`src/mscc_pkg.sv`:
```
// ----------------------------------------------------------------------------
// mscc_pkg
// Shared types, constants and character/CRC helper functions for the MAC to
// serial-number codec.
// ----------------------------------------------------------------------------
`timescale 1ns / 1ps
`default_nettype none

package mscc_pkg;

    localparam int unsigned MAC_LEN     = 12;
    localparam int unsigned SER_LEN     = 16;
    localparam int unsigned QUEUE_DEPTH = 2;

    localparam logic [15:0] CRC_INIT = 16'hFFFF;
    localparam logic [15:0] CRC_POLY = 16'h1021;

    typedef enum logic [1:0] {
        ERR_NONE   = 2'd0,
        ERR_LENGTH = 2'd1,
        ERR_CHAR   = 2'd2,
        ERR_CRC    = 2'd3
    } err_code_t;

    typedef enum logic {
        MODE_TO_SERIAL = 1'b0,
        MODE_TO_MAC    = 1'b1
    } mode_t;

    typedef enum logic {
        BK_IDLE = 1'b0,
        BK_RUN  = 1'b1
    } back_state_t;

    // One finished run, handed from the intake side to the output side.
    typedef struct packed {
        mode_t       mode;
        err_code_t   err;
        logic [15:0] crc;
    } run_desc_t;

    function automatic logic [15:0] crc_byte(input logic [15:0] crc, input logic [7:0] b);
        logic [15:0] c;
        c = crc ^ {b, 8'h00};
        for (int i = 0; i < 8; i++) begin
            if (c[15])
                c = {c[14:0], 1'b0} ^ CRC_POLY;
            else
                c = {c[14:0], 1'b0};
        end
        return c;
    endfunction

    // Digits go to A..J, hex letters of either case go to R..W, all else to 0.
    function automatic logic [7:0] map_to_serial(input logic [7:0] ch);
        logic [7:0] m;
        if (ch >= 8'h30 && ch <= 8'h39)
            m = ch + 8'h11;
        else if (ch >= 8'h61 && ch <= 8'h66)
            m = ch - 8'h0F;
        else if (ch >= 8'h41 && ch <= 8'h46)
            m = ch + 8'h11;
        else
            m = 8'h00;
        return m;
    endfunction

    // Inverse map: A..J back to digits, R..W back to uppercase A..F.
    function automatic logic [7:0] map_to_mac(input logic [7:0] ch);
        logic [7:0] m;
        if ((ch >= 8'h41 && ch <= 8'h4A) || (ch >= 8'h52 && ch <= 8'h57))
            m = ch - 8'h11;
        else
            m = 8'h00;
        return m;
    endfunction

    function automatic logic [7:0] hex_digit(input logic [3:0] v);
        logic [7:0] d;
        if (v < 4'd10)
            d = 8'h30 + {4'h0, v};
        else
            d = 8'h37 + {4'h0, v};
        return d;
    endfunction

endpackage

`default_nettype wire

```
`src/mac_serial_crc_codec_unit.sv`:
```
// ----------------------------------------------------------------------------
// mac_serial_crc_codec_unit
// Converts a 12-digit MAC address to a 16-character serial number with
// interleaved CRC digits, and back.
//
// Input channel (in_valid / in_stall): one character per beat, in_last on the
// final one. The mode (func) is taken from the first beat of each string.
// Characters are taken one per cycle while no string is being emitted.
// Output channel (out_valid / out_stall): out_char per beat, out_last on the
// final beat, error_code nonzero on a single error beat with out_char zero.
// The final input beat's descriptor passes through the descriptor queue and
// the output side's descriptor register before the first of 16 (serial), 12
// (MAC) or 1 (error) result beats is registered; the rest follow one per cycle.
// Intake is stalled from the final input beat until the last result beat
// has been placed in the output register; the output side's read of the
// character store, one per cycle while out_stall is low, sets that window.
// A receiver stall holds the current result beat and halts the emission.
// Reset clears the run state, the descriptor queue and any pending result.
// ----------------------------------------------------------------------------
`timescale 1ns / 1ps
`default_nettype none

module mac_serial_crc_codec_unit
    import mscc_pkg::*;
#(
    parameter int unsigned Q_DEPTH = QUEUE_DEPTH
)
(
    input  wire logic        clk,
    input  wire logic        rst_n,
    input  wire logic        in_valid,
    output logic             in_stall,
    input  wire logic        func,
    input  wire logic [7:0]  in_char,
    input  wire logic        in_last,
    output logic             out_valid,
    input  wire logic        out_stall,
    output logic [7:0]       out_char,
    output logic             out_last,
    output logic [1:0]       error_code
);

    run_desc_t  push_desc;
    run_desc_t  head_desc;
    logic       q_push;
    logic       q_pop;
    logic       q_empty;
    logic       q_full;
    logic       back_busy;
    logic [3:0] rd_addr;
    logic [7:0] rd_data;

    mscc_front u_front (
        .clk         (clk),
        .rst_n       (rst_n),
        .in_valid    (in_valid),
        .in_stall    (in_stall),
        .func        (func),
        .in_char     (in_char),
        .in_last     (in_last),
        .q_empty     (q_empty),
        .q_full      (q_full),
        .back_busy   (back_busy),
        .q_push      (q_push),
        .q_push_desc (push_desc),
        .rd_addr     (rd_addr),
        .rd_data     (rd_data)
    );

    mscc_queue #(
        .DEPTH (Q_DEPTH)
    ) u_queue (
        .clk       (clk),
        .rst_n     (rst_n),
        .push      (q_push),
        .push_desc (push_desc),
        .pop       (q_pop),
        .head_desc (head_desc),
        .empty     (q_empty),
        .full      (q_full)
    );

    mscc_back u_back (
        .clk        (clk),
        .rst_n      (rst_n),
        .head_desc  (head_desc),
        .q_empty    (q_empty),
        .q_pop      (q_pop),
        .busy       (back_busy),
        .rd_addr    (rd_addr),
        .rd_data    (rd_data),
        .out_valid  (out_valid),
        .out_stall  (out_stall),
        .out_char   (out_char),
        .out_last   (out_last),
        .error_code (error_code)
    );

endmodule

`default_nettype wire

```
`src/mscc_front.sv`:
```
// ----------------------------------------------------------------------------
// mscc_front
// Intake side: takes one character per beat, maps it when converting to a
// serial number, updates the running CRC and the flags, stores it, and on the
// final character classifies the run into a descriptor for the output side.
// ----------------------------------------------------------------------------
`timescale 1ns / 1ps
`default_nettype none

module mscc_front
    import mscc_pkg::*;
(
    input  wire logic        clk,
    input  wire logic        rst_n,
    input  wire logic        in_valid,
    output logic             in_stall,
    input  wire logic        func,
    input  wire logic [7:0]  in_char,
    input  wire logic        in_last,
    input  wire logic        q_empty,
    input  wire logic        q_full,
    input  wire logic        back_busy,
    output logic             q_push,
    output run_desc_t        q_push_desc,
    input  wire logic [3:0]  rd_addr,
    output logic [7:0]       rd_data
);

    logic [7:0]  char_store_reg [SER_LEN];
    logic [4:0]  count_reg, count_next;
    logic [15:0] crc_reg, crc_next;
    mode_t       mode_reg, mode_next;
    logic        bad_reg, bad_next;
    logic        ovf_reg, ovf_next;

    logic        accept;
    mode_t       mode_eff;
    logic [7:0]  mapped;
    logic [7:0]  store_char;
    logic        in_range;
    logic        data_pos;
    logic        bad_now;
    logic [15:0] crc_upd;
    logic [4:0]  count_upd;
    logic        ovf_upd;
    logic        bad_upd;
    logic        crc_ok;
    err_code_t   err;

    // The store is owned by the output side from the final beat of a run
    // until its last result has been produced.
    assign in_stall = !q_empty || q_full || back_busy;
    assign accept   = in_valid && !in_stall;

    assign mode_eff   = (count_reg == 5'd0) ? mode_t'(func) : mode_reg;
    assign mapped     = map_to_serial(in_char);
    assign store_char = (mode_eff == MODE_TO_SERIAL) ? mapped : in_char;
    assign in_range   = !count_reg[4];

    always_comb
    begin
        if (mode_eff == MODE_TO_SERIAL)
            data_pos = in_range && (count_reg < 5'(MAC_LEN));
        else
            data_pos = in_range && (count_reg[1:0] != 2'd3);
    end

    always_comb
    begin
        if (mode_eff == MODE_TO_SERIAL)
            bad_now = data_pos && (mapped == 8'h00);
        else
            bad_now = data_pos && (map_to_mac(in_char) == 8'h00);
    end

    assign crc_upd   = data_pos ? crc_byte(crc_reg, store_char) : crc_reg;
    assign count_upd = in_range ? count_reg + 5'd1 : count_reg;
    assign ovf_upd   = ovf_reg || !in_range;
    assign bad_upd   = bad_reg || bad_now;

    // Check digits sit at positions 3, 7, 11 and 15; the last one is the
    // character arriving now whenever the length is right.
    assign crc_ok = (char_store_reg[3]  == hex_digit(crc_upd[15:12]))
                 && (char_store_reg[7]  == hex_digit(crc_upd[11:8]))
                 && (char_store_reg[11] == hex_digit(crc_upd[7:4]))
                 && (in_char            == hex_digit(crc_upd[3:0]));

    always_comb
    begin
        if (mode_eff == MODE_TO_SERIAL)
        begin
            priority if (ovf_upd || count_upd != 5'(MAC_LEN))
                err = ERR_LENGTH;
            else if (bad_upd)
                err = ERR_CHAR;
            else
                err = ERR_NONE;
        end
        else
        begin
            priority if (ovf_upd || count_upd != 5'(SER_LEN))
                err = ERR_LENGTH;
            else if (!crc_ok)
                err = ERR_CRC;
            else if (bad_upd)
                err = ERR_CHAR;
            else
                err = ERR_NONE;
        end
    end

    assign q_push           = accept && in_last;
    assign q_push_desc.mode = mode_eff;
    assign q_push_desc.err  = err;
    assign q_push_desc.crc  = crc_upd;

    always_comb
    begin
        count_next = count_reg;
        crc_next   = crc_reg;
        mode_next  = mode_reg;
        bad_next   = bad_reg;
        ovf_next   = ovf_reg;
        if (accept)
        begin
            mode_next = mode_eff;
            if (in_last)
            begin
                count_next = 5'd0;
                crc_next   = CRC_INIT;
                bad_next   = 1'b0;
                ovf_next   = 1'b0;
            end
            else
            begin
                count_next = count_upd;
                crc_next   = crc_upd;
                bad_next   = bad_upd;
                ovf_next   = ovf_upd;
            end
        end
    end

    always_ff @(posedge clk or negedge rst_n)
    begin
        if (!rst_n)
        begin
            count_reg <= 5'd0;
            crc_reg   <= CRC_INIT;
            mode_reg  <= MODE_TO_SERIAL;
            bad_reg   <= 1'b0;
            ovf_reg   <= 1'b0;
        end
        else
        begin
            count_reg <= count_next;
            crc_reg   <= crc_next;
            mode_reg  <= mode_next;
            bad_reg   <= bad_next;
            ovf_reg   <= ovf_next;
        end
    end

    always_ff @(posedge clk)
    begin
        if (accept && in_range)
            char_store_reg[count_reg[3:0]] <= store_char;
    end

    assign rd_data = char_store_reg[rd_addr];

endmodule

`default_nettype wire

```
`src/mscc_queue.sv`:
```
// ----------------------------------------------------------------------------
// mscc_queue
// Short first-in first-out queue of run descriptors between the intake side
// and the output side.
// ----------------------------------------------------------------------------
`timescale 1ns / 1ps
`default_nettype none

module mscc_queue
    import mscc_pkg::*;
#(
    parameter int unsigned DEPTH = QUEUE_DEPTH
)
(
    input  wire logic      clk,
    input  wire logic      rst_n,
    input  wire logic      push,
    input  run_desc_t      push_desc,
    input  wire logic      pop,
    output run_desc_t      head_desc,
    output logic           empty,
    output logic           full
);

    localparam int unsigned PTR_W = (DEPTH > 1) ? $clog2(DEPTH) : 1;
    localparam int unsigned CNT_W = $clog2(DEPTH + 1);

    run_desc_t          slot_reg [DEPTH];
    logic [PTR_W-1:0]   wr_ptr_reg, wr_ptr_next;
    logic [PTR_W-1:0]   rd_ptr_reg, rd_ptr_next;
    logic [CNT_W-1:0]   count_reg, count_next;
    logic               do_push;
    logic               do_pop;

    assign empty   = (count_reg == '0);
    assign full    = (count_reg == CNT_W'(DEPTH));
    assign do_push = push && !full;
    assign do_pop  = pop && !empty;

    always_comb
    begin
        wr_ptr_next = wr_ptr_reg;
        rd_ptr_next = rd_ptr_reg;
        count_next  = count_reg;
        if (do_push)
            wr_ptr_next = (wr_ptr_reg == PTR_W'(DEPTH - 1)) ? '0 : wr_ptr_reg + PTR_W'(1);
        if (do_pop)
            rd_ptr_next = (rd_ptr_reg == PTR_W'(DEPTH - 1)) ? '0 : rd_ptr_reg + PTR_W'(1);
        if (do_push && !do_pop)
            count_next = count_reg + CNT_W'(1);
        else if (do_pop && !do_push)
            count_next = count_reg - CNT_W'(1);
    end

    always_ff @(posedge clk or negedge rst_n)
    begin
        if (!rst_n)
        begin
            wr_ptr_reg <= '0;
            rd_ptr_reg <= '0;
            count_reg  <= '0;
        end
        else
        begin
            wr_ptr_reg <= wr_ptr_next;
            rd_ptr_reg <= rd_ptr_next;
            count_reg  <= count_next;
        end
    end

    always_ff @(posedge clk)
    begin
        if (do_push)
            slot_reg[wr_ptr_reg] <= push_desc;
    end

    assign head_desc = slot_reg[rd_ptr_reg];

endmodule

`default_nettype wire

```
`src/mscc_back.sv`:
```
// ----------------------------------------------------------------------------
// mscc_back
// Output side: takes a run descriptor and produces the converted string from
// the character store, one beat per cycle while not stalled, or a single error beat.
// ----------------------------------------------------------------------------
`timescale 1ns / 1ps
`default_nettype none

module mscc_back
    import mscc_pkg::*;
(
    input  wire logic        clk,
    input  wire logic        rst_n,
    input  run_desc_t        head_desc,
    input  wire logic        q_empty,
    output logic             q_pop,
    output logic             busy,
    output logic [3:0]       rd_addr,
    input  wire logic [7:0]  rd_data,
    output logic             out_valid,
    input  wire logic        out_stall,
    output logic [7:0]       out_char,
    output logic             out_last,
    output logic [1:0]       error_code
);

    back_state_t state_reg, state_next;
    run_desc_t   desc_reg, desc_next;
    logic [1:0]  grp_reg, grp_next;
    logic [1:0]  sub_reg, sub_next;

    logic        out_valid_reg, out_valid_next;
    logic [7:0]  out_char_reg;
    logic        out_last_reg;
    err_code_t   out_err_reg;

    logic        slot_free;
    logic        emit;
    logic        is_err;
    logic        is_check;
    logic        is_final;
    logic [3:0]  crc_nib;
    logic [7:0]  beat_char;
    logic        beat_last;

    assign slot_free = !out_valid_reg || !out_stall;
    assign is_err    = (desc_reg.err != ERR_NONE);
    assign is_check  = (desc_reg.mode == MODE_TO_SERIAL) && (sub_reg == 2'd3);

    always_comb
    begin
        if (desc_reg.mode == MODE_TO_SERIAL)
            is_final = (grp_reg == 2'd3) && (sub_reg == 2'd3);
        else
            is_final = (grp_reg == 2'd3) && (sub_reg == 2'd2);
    end

    // Serial form: three data characters then one CRC digit per group.
    // MAC form: the three data characters of each group of four.
    always_comb
    begin
        if (desc_reg.mode == MODE_TO_SERIAL)
            rd_addr = {1'b0, grp_reg, 1'b0} + {2'b00, grp_reg} + {2'b00, sub_reg};
        else
            rd_addr = {grp_reg, sub_reg};
    end

    always_comb
    begin
        unique case (grp_reg)
            2'd0:    crc_nib = desc_reg.crc[15:12];
            2'd1:    crc_nib = desc_reg.crc[11:8];
            2'd2:    crc_nib = desc_reg.crc[7:4];
            default: crc_nib = desc_reg.crc[3:0];
        endcase
    end

    always_comb
    begin
        priority if (is_err)
        begin
            beat_char = 8'h00;
            beat_last = 1'b1;
        end
        else if (is_check)
        begin
            beat_char = hex_digit(crc_nib);
            beat_last = is_final;
        end
        else if (desc_reg.mode == MODE_TO_SERIAL)
        begin
            beat_char = rd_data;
            beat_last = is_final;
        end
        else
        begin
            beat_char = map_to_mac(rd_data);
            beat_last = is_final;
        end
    end

    // Next-state logic.
    always_comb
    begin
        state_next = state_reg;
        unique case (state_reg)
            BK_IDLE:
            begin
                if (!q_empty)
                    state_next = BK_RUN;
            end
            BK_RUN:
            begin
                if (slot_free && beat_last)
                    state_next = BK_IDLE;
            end
            default:
            begin
                state_next = BK_IDLE;
            end
        endcase
    end

    // Output and datapath control.
    always_comb
    begin
        q_pop     = 1'b0;
        emit      = 1'b0;
        busy      = 1'b0;
        desc_next = desc_reg;
        grp_next  = grp_reg;
        sub_next  = sub_reg;
        unique case (state_reg)
            BK_IDLE:
            begin
                if (!q_empty)
                begin
                    q_pop     = 1'b1;
                    desc_next = head_desc;
                    grp_next  = 2'd0;
                    sub_next  = 2'd0;
                end
            end
            BK_RUN:
            begin
                busy = 1'b1;
                emit = slot_free;
                if (slot_free)
                begin
                    if ((desc_reg.mode == MODE_TO_SERIAL && sub_reg == 2'd3)
                        || (desc_reg.mode == MODE_TO_MAC && sub_reg == 2'd2))
                    begin
                        sub_next = 2'd0;
                        grp_next = grp_reg + 2'd1;
                    end
                    else
                    begin
                        sub_next = sub_reg + 2'd1;
                    end
                end
            end
            default:
            begin
                busy = 1'b0;
            end
        endcase
    end

    always_comb
    begin
        if (emit)
            out_valid_next = 1'b1;
        else if (!out_stall)
            out_valid_next = 1'b0;
        else
            out_valid_next = out_valid_reg;
    end

    always_ff @(posedge clk or negedge rst_n)
    begin
        if (!rst_n)
        begin
            state_reg     <= BK_IDLE;
            out_valid_reg <= 1'b0;
        end
        else
        begin
            state_reg     <= state_next;
            out_valid_reg <= out_valid_next;
        end
    end

    always_ff @(posedge clk)
    begin
        desc_reg <= desc_next;
        grp_reg  <= grp_next;
        sub_reg  <= sub_next;
        if (emit)
        begin
            out_char_reg <= beat_char;
            out_last_reg <= beat_last;
            out_err_reg  <= desc_reg.err;
        end
    end

    assign out_valid  = out_valid_reg;
    assign out_char   = out_char_reg;
    assign out_last   = out_last_reg;
    assign error_code = out_err_reg;

endmodule

`default_nettype wire

```
`config.mk`:
```
export PLATFORM = sky130hd
export DESIGN_NAME = mac_serial_crc_codec_unit
export DESIGN_NICKNAME = d
export VERILOG_FILES = /design/src/mscc_pkg.sv /design/src/mac_serial_crc_codec_unit.sv /design/src/mscc_front.sv /design/src/mscc_queue.sv /design/src/mscc_back.sv
export SDC_FILE = /design/constraint.sdc
export NUM_CORES = 1
export LEC_CHECK = 0
export BUFFER_PORTS_ARGS = -buffer_cell sky130_fd_sc_hd__buf_2
export CORE_MARGIN = 2
export CORE_UTILIZATION = 63
export CTS_CLUSTER_DIAMETER = 100
export CTS_CLUSTER_SIZE = 12
export DETAILED_ROUTE_END_ITERATION = 12
export GPL_ROUTABILITY_DRIVEN = 0
export HOLD_SLACK_MARGIN = 0.1
export PLACE_DENSITY = 0.8
export SLEW_MARGIN = 20
export SYNTH_ARGS = -nofsm -noshare
export SYNTH_HDL_FRONTEND = slang
export SYNTH_SLANG_ARGS = --single-unit
```
`constraint.sdc`:
```
create_clock -name clk -period 5 [get_ports clk]
set_input_delay 0.5 -clock clk [delete_from_list [all_inputs] [get_ports clk]]
set_output_delay 0.5 -clock clk [all_outputs]
set_load 0.01 [all_outputs]
```
==> results.yml, run 1 <==
run_status:
  status: "completed"
placement:
  post_dp_cell_area_um2: 12200
  hpwlAfterDp_um: 18600
  port_buffers: 26
logic_synthesis:
  synthCells: 898
  synth_edf_count: 200
  seq_area_frac_synth: 0.576
  synth_ff_type: "edfxtp_1"
  synth_seq_cells: 230
  synth.distinct_cells: 89
  synth_warnings: 0
  synthArstFlopShare: 0.130
  syn-mean-instance-area_um2: 13.1
  syn-cell-area_um2: 11800
  syn_nets: 938
cts:
  insertion_delay_ps: 510
  ctsLongestPathBuffers: 3
  cts-root-buf: "clkbuf_16"
  cts_tree: "done"
  clk_pin_slew_ps: 60
  hold_buffers: 1
  htreeDepth: 1
  cts_resized: 0
  clock_sinks: 230
  cts_setup_buffers: 0
  cts_made_buffers: 23
critical_path:
  path_class: "register to register"
  cp.required_ps: 5260
  start_kind: "register"
  cpPeakStageDelay_ps: 550
  crit_arrival_ps: 4960
  path_max_fanout: 19
  cp_cell_sequence: "fa_1, ha_1, mux2i_4, buf_4, mux4_2, mux2i_1, mux2i_1, inv_1, o41ai_1, nor2_1, nand2_1, o21ai_0, a21oi_1, nor2_1"
  crit_slowest_cell: "edfxtp_1"
  end_kind: "register"
job:
  cap_violations: 0
global_route:
  grt_pass1_vias: 7486
  grt_pass1_wl_um: 42000
  grt_max_degree: 31
  grt_overflow: 0
  antenna_found_initial: 0
  grt_usage: 0.276
cells_and_area:
  largest_reg_flops: 128
  multiInputGateArea_um2: 4660
  design_area_um2: 12900
  final_layout_size_suffix_gt1_frac: 0.192
  seqCellArea_um2: 6780
  diodes: 0
  num-fill-cells: 1156
  nNetsFinal: 970
  area_growth_pct: 9.37
floorplan:
  die_w_um: 141
  die_h_um: 141
  start_util: 0.649
  coreArea_um2: 18100
  rows: 49
  boundaryPins: 27
  die-area_um2: 19800
sta:
  rsz0062_at_grt: "false"
  slew_headroom: 0.288
  fmax_mhz: 213
  min_period_ps: 4700
  fin_crit_sh: 0.939
  setup_violations: 0
  slew_viol_final: 0
  hold_violations: 0
  finClkSkew_ps: 16.1
  worst_pin_slew_ps: 1070
  fin_setup_tns_ps: 0
min_path:
  hold_class: "input pin to register"
route:
  drc: 0
  viasPerCell: 6.68
  ant_nets: 0
  wire_per_inst_um: 22.8
  drt_pre_antenna_iters: 5
  drt_iter0_drc: 900
  dr_total_vias: 7849
  wl_um: 26800
==> final timing paths <==
| path | from | to | slack, ps | cells after the start |
|---|---|---|---|---|
| min in group asynchronous | rst_n | u_front.count_reg[2] | 610 | 2 |
| worst max-delay path | u_back.grp_reg[0] | u_back.out_char[3] | 300 | 14 |
| worst min register to register | u_back.desc_reg[16] | u_back.error_code[0] | 470 | 0 |
| worst max register to register | u_back.grp_reg[0] | u_back.out_char[3] | 300 | 14 |
| worst min-delay path | out_stall | u_back.out_valid | 210 | 2 |
| max in group asynchronous | rst_n | u_queue.rd_ptr_reg | 3860 | 2 |
==> cells by family (layout without fill, tap and decap cells) <==
family / after synthesis / count (layout) / share of synthesized area
buffers and inverters: 91 / 139 / 0.0316
AND/OR/NAND/NOR: 253 / 253 / 0.109
AO/OA/AOI/OAI: 163 / 163 / 0.102
adder cells (fa/ha/maj): 26 / 26 / 0.0289
flip-flops: 230 / 230 / 0.576
multiplexers: 84 / 84 / 0.108
XOR/XNOR: 51 / 51 / 0.0451
==> metal layers <==
metal / vias to the layer above / share of wire / track usage
met3: 56 / 0.092 / 0.0516
met1: 3857 / 0.41 / 0.394
li1: 3475 / - / -
met5: - / 0 / 0
met4: 0 / 0.026 / 0.0779
met2: 461 / 0.47 / 0.443
==> through the flow <==
step | setup WS (ps) | hold slack (ps) | util | std cells
global route | 11.6 | 219 | 0.709 | 1175
floorplan | 833 | 204 | - | 898
CTS | 353 | 203 | 0.709 | 1175
global placement | 400 | 458 | 0.672 | 1133
detailed placement | 395 | 454 | 0.672 | 1133
finish | 304 | 212 | 0.709 | 1175
==> worst max-delay path, delay by kind of cell (launching register included) <==
kind            cells  cell delay [ps]
compound gates      3              780
fa+ha+maj           2              870
buf+inv             2              550
flops               1              550
mux                 4             1340
simple gates        3              330
==> synth_stat cells (6+ instances only) <==
master     number  area, um2
o21ai_0        33        165
inv_1          43        161
a31oi_1        10       62.6
ha_1           24        300
a211oi_1        9       67.6
nor2b_1        10       62.6
nand2b_1        7       43.8
edfxtp_1      200       6010
dfstp_2        16        420
xor2_1         13        114
a21oi_1        33        165
or3_1           6       37.5
nand3_1        27        135
a22oi_1         7       52.6
nand2_1        59        221
mux2i_1        30        300
and2_1          7       43.8
nor2_1         75        282
xnor2_1        31        272
nor3_1         11       55.1
o22a_1          6       52.6
mux4_2         32        721
buf_2          10       50.1
clkbuf_1       27        101
and3_1          9       56.3
o2111ai_1       6       52.6
nand4_1         8       50.1
dfrtp_1        14        350
mux2_2         21        236
nor4_1          6       37.5
==> cell type report <==
class | count | share of cell area
sequential | 230 | 0.526
inverter | 48 | 0.0142
tap | 229 | 0.0223
timing repair buffer | 50 | 0.0243
multi-input combinational | 577 | 0.362
clock buffer | 39 | 0.0494
clock inverter | 2 | 0.00107
==> placed cells by master, fill, tap and decap left out, types with 6 or more instances in the layout <==
| cell | Yosys | routed |
|---|---|---|
| a211oi_1 | 9 | 9 |
| a21oi_1 | 33 | 32 |
| a22oi_1 | 7 | 7 |
| a31oi_1 | 10 | 10 |
| and2_1 | 7 | 7 |
| and3_1 | 9 | 9 |
| buf_2 | 10 | 26 |
| buf_4 | 2 | 23 |
| clkbuf_1 | 27 | 16 |
| clkbuf_16 | 0 | 23 |
| dfrtp_1 | 14 | 14 |
| dfstp_2 | 16 | 16 |
| edfxtp_1 | 200 | 200 |
| ha_1 | 24 | 24 |
| inv_1 | 43 | 43 |
| mux2_2 | 21 | 21 |
| mux2i_1 | 30 | 28 |
| mux4_2 | 32 | 32 |
| nand2_1 | 59 | 59 |
| nand2b_1 | 7 | 7 |
| nand3_1 | 27 | 27 |
| nand4_1 | 8 | 8 |
| nor2_1 | 75 | 74 |
| nor2b_1 | 10 | 10 |
| nor3_1 | 11 | 11 |
| nor4_1 | 6 | 6 |
| o2111ai_1 | 6 | 6 |
| o21ai_0 | 33 | 29 |
| o22a_1 | 6 | 6 |
| or3_1 | 6 | 6 |
| xnor2_1 | 31 | 31 |
| xor2_1 | 13 | 13 |
Power of run 1 is left out: the tool's default activity adds up to more than one toggle a clock period on the data nets, which glitch-free logic cannot reach.
==> run 2, diff against run 1 <==
- CELL_PAD_IN_SITES_DETAIL_PLACEMENT: default -> 2
- CELL_PAD_IN_SITES_GLOBAL_PLACEMENT: default -> 2
- CORE_UTILIZATION: 63 -> 45
- PLACE_DENSITY: 0.8 -> default
- PLACE_DENSITY_LB_ADDON: default -> 0.1
==> results.yml, run 2 (synthesized netlist as in run 1, its figures left out) <==
global_route:
  grt_overflow: 0
  antenna_found_initial: 0
  grt_max_degree: 31
  grt_usage: 0.260
  grt_pass1_vias: 8725
  grt_pass1_wl_um: 54800
cts:
  cts-root-buf: "clkbuf_16"
  insertion_delay_ps: 520
  cts_made_buffers: 23
  clock_sinks: 230
  clk_pin_slew_ps: 60
  ctsLongestPathBuffers: 3
  htreeDepth: 1
  hold_buffers: 0
  cts_tree: "done"
sta:
  holdWs_ps: 119
  worst_pin_slew_ps: 1110
  setup_violations: 0
  slew_headroom: 0.251
  min_period_ps: 4670
  fin_setup_tns_ps: 0
  slew_viol_final: 0
  fin_crit_sh: 0.933
  hold_violations: 0
  finClkSkew_ps: 12.9
  fmax_mhz: 214
critical_path:
  cp.required_ps: 5220
  regToRegSetupSlack_ps: 330
  crit_arrival_ps: 4880
  cp_common_cell: "buf_4"
  r2r-start: "u_front.count_reg[0]"
  end_kind: "register"
  crit_buf_inv: 4
  critical-path-top-delay-family: "simple AND/OR/NAND/NOR gates"
  cp_cell_sequence: "inv_1, ha_1, nor4b_4, mux2i_4, buf_4, inv_4, a211o_2, buf_4, nor2_1, a21o_1, nand3_1, or4_1, a22oi_1, nand4_1, and4b_1, a21oi_1"
  path_max_fanout: 19
  cpPeakStageDelay_ps: 520
  reg2reg_to: "u_queue.slot_reg[1][16]"
  path_class: "register to register"
  rr_worst_depth: 16
  crit_slowest_cell: "a211o_2"
  start_kind: "register"
floorplan:
  rows: 59
  die-area_um2: 27500
  die_w_um: 166
  coreArea_um2: 25800
  die_h_um: 166
  boundaryPins: 27
  start_util: 0.455
cells_and_area:
  final_layout_size_suffix_gt1_frac: 0.209
  diodes: 0
  design_area_um2: 13100
  layout_common_cells: "200 x edfxtp_1, 73 x nor2_1, 59 x nand2_1, 43 x inv_1, 37 x buf_4"
  final_common_cell: "edfxtp_1"
  nNetsFinal: 983
  area_growth_pct: 11.7
  largest_reg_flops: 128
run_status:
  status: "completed"
route:
  dr_total_vias: 7914
  drt_iter0_drc: 644
  viasPerCell: 6.11
  wl_um: 35500
  wire_per_inst_um: 27.4
  drc: 0
  drt_pre_antenna_iters: 5
  ant_nets: 0
job:
  cap_violations: 0
placement:
  hpwlAfterDp_um: 26700
  port_buffers: 26
  post_dp_cell_area_um2: 12400
min_path:
  hold_class: "input pin to asynchronous set/reset pin"
==> run 2: area by class of cell <==
type                    count  area [um2]
repair buffers             63         408
clock buffers              39         636
inverters                  48         183
fillers                  2460       12700
multi-input cells         577        4690
clock inverters             3        23.8
flip-flops and latches    230        6780
well taps                 335         419
==> run 2: metrics by stage <==
| step | instances | setup slack, ps | utilization |
|---|---|---|---|
| 6_report | 1295 | 335 | 0.509 |
| 5_1_grt | 1295 | -14.4 | 0.509 |
| 4_1_cts | 1292 | 86.0 | 0.506 |
| 3_5_place_dp | 1250 | 93.0 | 0.481 |
| 3_3_place_gp | 1250 | 470 | 0.481 |
| 2_1_floorplan | 898 | 833 | - |
==> run 2: worst reg2reg max path: cells and delay by family, from the launching register on <==
family                     cells  cell delay (ps)
and+or+nand+nor                6             1640
AOI/OAI and AO/OA              4             1090
buffers and inverters          4              670
DFF                            1              430
muxes                          1              340
adders and majority gates      1              190
==> run 2: worst max path at each step <==
stage	startpoint	endpoint	slack [ps]	depth (start not counted)
6_report	u_front.count_reg[0]	u_queue.slot_reg[1][16]	330	16
5_1_grt	u_back.grp_reg[0]	u_back.out_char[3]	-10	15
4_1_cts	u_front.count_reg[0]	u_queue.slot_reg[1][16]	90	18
3_5_place_dp	u_front.count_reg[0]	u_queue.slot_reg[0][16]	90	15
3_3_place_gp	u_front.count_reg[0]	u_queue.slot_reg[0][16]	470	18
2_1_floorplan	in_char[0]	u_queue.slot_reg[0][16]	830	15
==> run 2: per-layer routing <==
layer | wire [um] | track usage | vias up
met5 | 0 | 0 | -
li1 | - | - | 3500
met1 | 15300 | 0.352 | 4125
met3 | 1600 | 0.0375 | 74
met2 | 17600 | 0.440 | 215
met4 | 1030 | 0.0771 | 0
==> run 2: what timing repair did <==
item / 4_1_cts / 5_1_grt
resized for setup: 0 / 7
setup buffers: 0 / 3
setup endpoints to repair: 0 / 7
Power of run 2 is left out for the same reason.
